File: config.mk
export PLATFORM = sky130hd
export DESIGN_NAME = mbqbp_mac
export DESIGN_NICKNAME = d
export VERILOG_FILES = /design/src/hw/rtl/mbqbp_pkg.sv /design/src/hw/rtl/mbqbp_mac.sv
export SDC_FILE = /design/constraint.sdc
export NUM_CORES = 2
export LEC_CHECK = 0
export ABC_AREA = 1
export BUFFER_PORTS_ARGS = -buffer_cell sky130_fd_sc_hd__buf_4
export CORE_MARGIN = 3
export CORE_UTILIZATION = 39
export CTS_CLUSTER_DIAMETER = 40
export CTS_CLUSTER_SIZE = 8
export DETAILED_ROUTE_END_ITERATION = 6
export PLACE_DENSITY = 0.57
export SYNTH_ARGS = -nofsm -noshare
export SYNTH_HDL_FRONTEND = slang
export SYNTH_SLANG_ARGS = --single-unit
File: constraint.sdc
create_clock -name clock -period 6.8 [get_ports clock]
set_input_delay 1.02 -clock clock [delete_from_list [all_inputs] [get_ports clock]]
set_output_delay 1.02 -clock clock [all_outputs]
set_load 0.03 [all_outputs]
File: src/hw/rtl/mbqbp_pkg.sv
// Shared types, constants and the sequencer control store for the band-pass filter.
// Used by mbqbp_mac and multichannel_biquad_bandpass; depends on nothing.
`default_nettype none

package mbqbp_pkg;

   localparam int COEF_W       = 32;
   localparam int COEF_SHIFT   = 30;
   localparam int CH_FIELD_W   = 4;
   localparam int CSR_IDX_W    = 3;
   localparam int HIST_ENTRIES = 8;
   localparam int PC_W         = 4;

   localparam logic [PC_W-1:0] IDLE_STEP  = PC_W'(0);
   localparam logic [PC_W-1:0] FINAL_STEP = PC_W'(15);

   localparam logic signed [COEF_W-1:0] HP_B0_RESET =  32'sd1025181850;
   localparam logic signed [COEF_W-1:0] HP_A1_RESET =  32'sd2048165751;
   localparam logic signed [COEF_W-1:0] HP_A2_RESET = -32'sd978816604;
   localparam logic signed [COEF_W-1:0] LP_B0_RESET =  32'sd166484744;
   localparam logic signed [COEF_W-1:0] LP_A1_RESET =  32'sd665938974;
   localparam logic signed [COEF_W-1:0] LP_A2_RESET = -32'sd258136125;

   typedef enum logic [CSR_IDX_W-1:0] {
      CSR_HP_B0  = 3'd0,
      CSR_HP_A1  = 3'd1,
      CSR_HP_A2  = 3'd2,
      CSR_LP_B0  = 3'd3,
      CSR_LP_A1  = 3'd4,
      CSR_LP_A2  = 3'd5,
      CSR_ENABLE = 3'd6
   } csr_idx_type;

   typedef enum logic [2:0] {
      ACC_HOLD,
      ACC_LOAD,
      ACC_ADD,
      ACC_ADD2,
      ACC_SUB2
   } acc_op_type;

   typedef enum logic [3:0] {
      OPD_SAMPLE,
      OPD_MID,
      OPD_H0,
      OPD_H1,
      OPD_H2,
      OPD_H3,
      OPD_H4,
      OPD_H5,
      OPD_H6,
      OPD_H7
   } opd_type;

   typedef enum logic [2:0] {
      CF_HP_B0,
      CF_HP_A1,
      CF_HP_A2,
      CF_LP_B0,
      CF_LP_A1,
      CF_LP_A2
   } coef_type;

   typedef enum logic [1:0] {
      SEQ_NEXT,
      SEQ_ACCEPT,
      SEQ_EMIT
   } seq_type;

   typedef struct packed {
      logic       mul_en;
      acc_op_type acc_op;
   } mac_ctrl_type;

   typedef struct packed {
      seq_type         seq;
      logic [PC_W-1:0] jmp;
      opd_type         opd;
      coef_type        coef;
      mac_ctrl_type    mac;
      logic            mem_rd;
      logic            mid_ld;
   } ucode_type;

   // Step program: 0 waits for a request, 1 reads the channel row, 2..7 run the
   // high-pass stage, 8 latches its output, 9..14 run the low-pass stage,
   // 15 writes back the row and hands over the response.
   function automatic ucode_type ucode_rom(input logic [PC_W-1:0] pc);
      ucode_type w;
      w.seq        = SEQ_NEXT;
      w.jmp        = IDLE_STEP;
      w.opd        = OPD_SAMPLE;
      w.coef       = CF_HP_B0;
      w.mac.mul_en = 1'b0;
      w.mac.acc_op = ACC_HOLD;
      w.mem_rd     = 1'b0;
      w.mid_ld     = 1'b0;
      unique case (pc)
         4'd0: begin
            w.seq = SEQ_ACCEPT;
            w.jmp = FINAL_STEP;
         end
         4'd1: begin
            w.mem_rd = 1'b1;
         end
         4'd2: begin
            w.coef = CF_HP_B0; w.opd = OPD_SAMPLE; w.mac.mul_en = 1'b1;
         end
         4'd3: begin
            w.coef = CF_HP_B0; w.opd = OPD_H0; w.mac.mul_en = 1'b1;
            w.mac.acc_op = ACC_LOAD;
         end
         4'd4: begin
            w.coef = CF_HP_B0; w.opd = OPD_H1; w.mac.mul_en = 1'b1;
            w.mac.acc_op = ACC_SUB2;
         end
         4'd5: begin
            w.coef = CF_HP_A1; w.opd = OPD_H2; w.mac.mul_en = 1'b1;
            w.mac.acc_op = ACC_ADD;
         end
         4'd6: begin
            w.coef = CF_HP_A2; w.opd = OPD_H3; w.mac.mul_en = 1'b1;
            w.mac.acc_op = ACC_ADD;
         end
         4'd7: begin
            w.mac.acc_op = ACC_ADD;
         end
         4'd8: begin
            w.mid_ld = 1'b1;
         end
         4'd9: begin
            w.coef = CF_LP_B0; w.opd = OPD_MID; w.mac.mul_en = 1'b1;
         end
         4'd10: begin
            w.coef = CF_LP_B0; w.opd = OPD_H4; w.mac.mul_en = 1'b1;
            w.mac.acc_op = ACC_LOAD;
         end
         4'd11: begin
            w.coef = CF_LP_B0; w.opd = OPD_H5; w.mac.mul_en = 1'b1;
            w.mac.acc_op = ACC_ADD2;
         end
         4'd12: begin
            w.coef = CF_LP_A1; w.opd = OPD_H6; w.mac.mul_en = 1'b1;
            w.mac.acc_op = ACC_ADD;
         end
         4'd13: begin
            w.coef = CF_LP_A2; w.opd = OPD_H7; w.mac.mul_en = 1'b1;
            w.mac.acc_op = ACC_ADD;
         end
         4'd14: begin
            w.mac.acc_op = ACC_ADD;
         end
         4'd15: begin
            w.seq = SEQ_EMIT;
            w.jmp = IDLE_STEP;
         end
         default: begin
            w.seq = SEQ_ACCEPT;
         end
      endcase
      return w;
   endfunction

endpackage

`default_nettype wire

File: src/hw/rtl/mbqbp_mac.sv
// Shared multiply-accumulate unit: registered coefficient x sample product,
// wide accumulator, floor shift by COEF_SHIFT and saturation. Uses mbqbp_pkg.
`default_nettype none

module mbqbp_mac
   import mbqbp_pkg::*;
#(
   parameter int SAMPLE_BITS = 24
) (
   input  wire logic                          clock,
   input  wire mac_ctrl_type                  ctrl,
   input  wire logic signed [COEF_W-1:0]      coef,
   input  wire logic signed [SAMPLE_BITS-1:0] operand,
   output logic signed [SAMPLE_BITS-1:0]      sat_out
);

   localparam int PROD_W = COEF_W + SAMPLE_BITS;
   localparam int ACC_W  = PROD_W + 3;

   localparam logic signed [ACC_W-1:0] SAT_HI =
      ACC_W'((64'sd1 <<< (SAMPLE_BITS - 1)) - 64'sd1);
   localparam logic signed [ACC_W-1:0] SAT_LO = -SAT_HI - ACC_W'(1);

   logic signed [PROD_W-1:0] prod_ff;
   logic signed [ACC_W-1:0]  acc_ff;
   logic signed [ACC_W-1:0]  acc_in;
   logic signed [ACC_W-1:0]  prod_ext;
   logic signed [ACC_W-1:0]  prod_dbl;
   logic signed [ACC_W-1:0]  shifted;

   assign prod_ext = ACC_W'(prod_ff);
   assign prod_dbl = prod_ext <<< 1;

   always_comb begin
      unique case (ctrl.acc_op)
         ACC_LOAD: acc_in = prod_ext;
         ACC_ADD:  acc_in = acc_ff + prod_ext;
         ACC_ADD2: acc_in = acc_ff + prod_dbl;
         ACC_SUB2: acc_in = acc_ff - prod_dbl;
         default:  acc_in = acc_ff;
      endcase
   end

   always_ff @(posedge clock) begin
      if (ctrl.mul_en) begin
         prod_ff <= coef * operand;
      end
      acc_ff <= acc_in;
   end

   assign shifted = acc_ff >>> COEF_SHIFT;

   always_comb begin
      if (shifted > SAT_HI) begin
         sat_out = SAT_HI[SAMPLE_BITS-1:0];
      end else if (shifted < SAT_LO) begin
         sat_out = SAT_LO[SAMPLE_BITS-1:0];
      end else begin
         sat_out = shifted[SAMPLE_BITS-1:0];
      end
   end

endmodule

`default_nettype wire

# Word level (Yosys, flattened, before mapping)
# Cells that the tools add are included.
dict set report op_classes {
  addsub 3
  mul 1
  div_mod_pow 0
  n_lt_le_gt_ge 2
  n_eq_ne 4
  shift 0
  n_mux 3
  bitwise 0
  n_reduce_logical 1
}
# cell count
set op_table {}
lappend op_table {{59-bit case mux with 4 select lines} 1}
lappend op_table {{59-bit by 56-bit adder with 59-bit output} 1}
lappend op_table {{59-bit by 57-bit adder with 59-bit output} 1}
lappend op_table {{59-bit by 57-bit subtractor with 59-bit output} 1}
lappend op_table {{32-bit by 24-bit multiplier with 56-bit output} 1}
lappend op_table {{24-bit two-way mux} 2}
lappend op_table {{29-bit by 24-bit greater-than comparator with 1-bit output, second input constant} 1}
lappend op_table {{29-bit by 24-bit less-than comparator with 1-bit output, second input constant} 1}
lappend op_table {{3-bit by 2-bit equality test with 1-bit output, second input constant} 2}
lappend op_table {{4-bit nonzero test} 1}
lappend op_table {{3-bit by 1-bit equality test with 1-bit output, second input constant} 1}
lappend op_table {{3-bit equality test, second input constant} 1}
dict set report totals {
  ff_bits 115
  latchBits 0
  ram_bits 0
  romBits 0
  input_bits 61
  wordCells 16
  mem_count 0
}

# Longest topological paths before layout
dict set report depth {
  word_depth 3
  mapped_depth 28
}

# Worst setup path after synthesis
# Ideal clock, no wire load.
dict set report synth_timing {
  path_type {input -> register}
  startpoint {in coef[31]}
  endpoint {reg prod_ff[55], data pin}
  t_arrival_ns 6.639
  required_time_ns 6.544
  setup_slack_ns -0.095
  cell_stages 23
  path_buffers 1
  cell_sequence {clkbuf_1 nand2_1 inv_1 fa_1 inv_1 fa_1 inv_1 fa_1 inv_1 fa_1 fa_1 fa_1 fa_1 inv_1 ha_1 a21oi_1 o21bai_1 a21oi_1 o21ai_0 a21oi_1 nand2_1 o21ai_0 nand2_1}
}
dict set report synth_via {
  elab_chain_len 1
}
# item line
set synth_lines {}
lappend synth_lines {{start: declaration} mbqbp_mac.sv:12} ;# input wire logic signed [COEF_W-1:0] coef,
lappend synth_lines {{32-bit by 24-bit multiplier with 56-bit output} mbqbp_mac.sv:46} ;# prod_ff <= coef * operand;
lappend synth_lines {{end signal: assignment} mbqbp_mac.sv:46}
lappend synth_lines {{end: declaration} mbqbp_mac.sv:24} ;# logic signed [PROD_W-1:0] prod_ff;
# No other way between the ends.
# A chain may end at the register's enable or synchronous reset.

# Worst setup path in the final report
dict set report layout_timing {
  startpoint {in operand[2]}
  endpoint {reg prod_ff[43], data pin}
}
dict set report layout_via {
  elab_chain_len 1
}
# item line
set layout_lines {}
lappend layout_lines {{start: declaration} mbqbp_mac.sv:13} ;# input wire logic signed [SAMPLE_BITS-1:0] operand,
lappend layout_lines {{32-bit by 24-bit multiplier with 56-bit output} mbqbp_mac.sv:46}
# No other way between the ends.

==> PnR_summary.wiki <==
{| class="wikitable"
! Metric !! Value
|-
| Startpoint Class || input port
|-
| DRC errors left || 0
|-
| Final setup violation count || 0
|-
| Synth cell types || 50
|-
| Hold-critical path endpoint || acc_ff[0]$_DFFE_PP_
|-
| Destination of the worst register-to-register timing path || acc_ff[40]$_DFFE_PP_
|-
| TritonCTS Sinks || 115
|-
| Mean Syn Cell Area || 6.83 um^2
|-
| Launching point of the worst reg2reg path || prod_ff[1]$_DFFE_PP_
|-
| Die Span X || 348 um
|-
| Total gr overflow || 0
|-
| Clock buffer count from CTS || 17
|-
| Number of nets at the end of the flow || 8102
|-
| ANT cells || 0
|-
| Main synth FF type || sky130_fd_sc_hd__edfxtp_1
|-
| Sequential area share after synthesis || 7.58%
|-
| Worst reg-to-reg path cell count || 21
|-
| Post-synth top area cell || sky130_fd_sc_hd__fa_1
|-
| Worst min path class || flip-flop to flip-flop
|-
| Data arrival time of the critical path || 6.87 ns
|-
| Setup skew after layout || 0.0181 ns
|-
| Floorplan core area || 115000 um^2
|-
| Cell count after synthesis || 6669
|-
| Max Transition Viols Final || 0
|-
| Cell types occupying the most area after synthesis || sky130_fd_sc_hd__fa_1 (34%), sky130_fd_sc_hd__nand2_1 (17%), sky130_fd_sc_hd__inv_1 (15%)
|-
| Die height || 348 um
|-
| Dominant cell by count in the synthesized netlist || sky130_fd_sc_hd__nand2_1
|-
| Number of storage elements in the synthesis netlist || 115
|-
| All-Layer GR Usage || 26.9%
|-
| Layout cell share with drive strength beyond 1 || 10.9%
|-
| Share of async-settable or async-resettable flops after synthesis || 0%
|-
| H-tree Lvls || 4
|-
| Commonest cells in the netlist || sky130_fd_sc_hd__nand2_1 (2019), sky130_fd_sc_hd__inv_1 (1828), sky130_fd_sc_hd__fa_1 (785)
|-
| Yosys top cell area share || 34.5%
|-
| CTS max path bufs || 2
|-
| Run status || completed
|-
| Post-synth EDFFs || 115
|-
| First drt pass iteration count || 7
|-
| Placement Rows || 124
|-
| Final wirelength || 161000 um
|-
| F_max || 150 MHz
|-
| Estimated wirelength of the detail-placed design || 143000 um
|-
| Post-synth net total || 7781
|-
| Average via count per standard cell || 4.91
|-
| IO Pins || 85
|-
| Slack of the worst reg-to-reg path || 1.92 ns
|-
| Drt first-iter violations || 2644
|-
| Clock tree from TritonCTS || built
|-
| DIE AREA || 121000 um^2
|-
| Hold Path Origin || acc_ff[0]$_DFFE_PP_
|-
| Post-route fraction of the period consumed by the critical path || 98.2%
|-
| Tightest Pin Transition || 0.825 ns
|-
| Slew headroom || 45.0%
|-
| Cells on Worst Hold Path || 3
|-
| Post-DRT Antenna Nets || 0
|-
| Minimum clock period || 6.67 ns
|-
| Count of vias placed by the detailed router || 41770
|-
| Final hold viol count || 0
|-
| Worst-path fanout max || 10
|-
| Critical path start-end classification || input port to flip-flop
|-
| RSZ-0062 raised after global routing || true
|-
| Number of port buffers || 84
|-
| Number of max-cap violations || 0
|-
| Crit path required time || 7.00 ns
|-
| Post-synth design cell area || 45600 um^2
|-
| Number of global-route vias before repair || 43569
|-
| Reg clk slew, reported paths || 0.08 ns
|-
| Initial Utilization || 39.6%
|-
| Worst skew pair latency || 0.46 ns
|-
| Placer's final routability congestion estimate || 1.04
|-
| Initial antenna violation count || 0
|-
| Number of warnings issued by yosys || 0
|-
| Fin Setup TNS || 0 ns
|-
| Routed wirelength normalized by instance count || 18.9 um
|-
| Maximum number of pins on one net before global-route repair || 59
|-
| Endpoint type of the worst setup path || flip-flop
|-
| Area growth, synth to finish || 14.7%
|-
| Clock root buffer || sky130_fd_sc_hd__clkbuf_16
|-
| Global-route wire length before repair || 250000 um
|}
[cells by family (layout without fill, tap and decap cells)]
kind of cell	after synthesis	after routing	share of synthesized area (%)
and+or+nand+nor	2940	2940	26.5
buffers and inverters	2017	2351	16.6
adders and majority gates	1051	1051	41.8
AOI/OAI and AO/OA	431	431	5.27
xor gates and xnor gates	115	115	2.21
DFF	115	115	7.58
[layout by cell type (no fill, tap or decap), drive strengths merged]
cell	n
xor2	81
a21oi	199
clkinv	4
and3b	4
o31ai	2
inv	1862
nand4	68
o211ai	19
a21boi	2
nor3b	2
o21a	4
nor3	42
a31oi	7
a22oi	1
bufinv	1
a21o	12
o41ai	1
nor2	414
xnor2	34
edfxtp	115
nand3b	11
and3	10
nand2	2034
o21ai	155
nand3	307
nor4	14
or2	30
and2	4
ha	266
clkinvlp	1
fa	785
o221ai	1
buf	466
o21bai	28
clkbuf	17
[flip-flops by register name, indices dropped and copies added (netlist names)]
name	flops
acc_ff	59
prod_ff	56
[what timing repair did]
| action | 4_1_cts | 5_1_grt |
|---|---|---|
| pin swaps | 2 | 26 |
| setup endpoints to repair | 12 | 36 |
| hold buffers | 0 | 0 |
| setup buffers | 0 | 2 |
| gates resized for setup | 24 | 188 |
[per-stage QoR]
step	instances	hold WS, ns	worst slack, ns	util, %	cell area [um^2]
2_1_floorplan	6669	0.591	0.00175	-	45600
3_3_place_gp	8479	0.634	-0.617	44.1	50700
3_5_place_dp	8479	0.640	-0.662	44.1	50700
4_1_cts	8511	0.653	-0.0167	44.6	51400
5_1_grt	8515	0.690	-0.0504	45.4	52200
6_report	8515	0.655	0.125	45.4	52200
[layout make-up]
class                   count  area, um^2
clock buffers              17         425
clock inverters            15         159
fillers                 12174       62900
inverters                1853        6960
multi-input cells        4537       35300
flip-flops and latches    115        3450
well taps                1512        1890
repair buffers            466        4010
[how the worst max path moves through the flow]
stage / from / to / slack (ns) / depth (start not counted)
after floorplan: coef[31] / prod_ff[55]$_DFFE_PP_ / 0.002 / 23
after global placement: operand[1] / prod_ff[50]$_DFFE_PP_ / -0.62 / 24
after detailed placement: operand[1] / prod_ff[50]$_DFFE_PP_ / -0.66 / 24
after CTS: operand[3] / prod_ff[51]$_DFFE_PP_ / -0.02 / 24
after global routing: operand[2] / prod_ff[31]$_DFFE_PP_ / -0.05 / 25
final: operand[2] / prod_ff[43]$_DFFE_PP_ / 0.13 / 24
[layer usage]
metal / global-route usage (%) / vias up / share of wire (%)
met5: 0 / - / 0
met4: 10.8 / 0 / 4.6
met3: 1.31 / 267 / 3.7
met2: 47.6 / 1064 / 49
met1: 34.4 / 20284 / 43
li1: - / 20155 / -
[critical path, cell delays in order]
cell,delay (ns)
sky130_fd_sc_hd__buf_4,0.17
sky130_fd_sc_hd__buf_4,0.17
sky130_fd_sc_hd__nand2_1,0.06
sky130_fd_sc_hd__inv_1,0.04
sky130_fd_sc_hd__fa_1,0.48
sky130_fd_sc_hd__inv_1,0.06
sky130_fd_sc_hd__fa_1,0.52
sky130_fd_sc_hd__fa_1,0.52
sky130_fd_sc_hd__fa_1,0.51
sky130_fd_sc_hd__inv_1,0.05
sky130_fd_sc_hd__fa_1,0.53
sky130_fd_sc_hd__fa_1,0.50
sky130_fd_sc_hd__inv_1,0.05
sky130_fd_sc_hd__fa_1,0.47
sky130_fd_sc_hd__inv_1,0.06
sky130_fd_sc_hd__ha_4,0.16
sky130_fd_sc_hd__buf_4,0.12
sky130_fd_sc_hd__a21oi_1,0.22
sky130_fd_sc_hd__o21ai_0,0.21
sky130_fd_sc_hd__a21oi_1,0.29
sky130_fd_sc_hd__nand2_1,0.13
sky130_fd_sc_hd__nand2_1,0.12
sky130_fd_sc_hd__nand4_1,0.20
sky130_fd_sc_hd__xor2_1,0.20
Power is left out: the tool's default activity adds up to more than one toggle a clock period on the data nets, which glitch-free logic cannot reach.
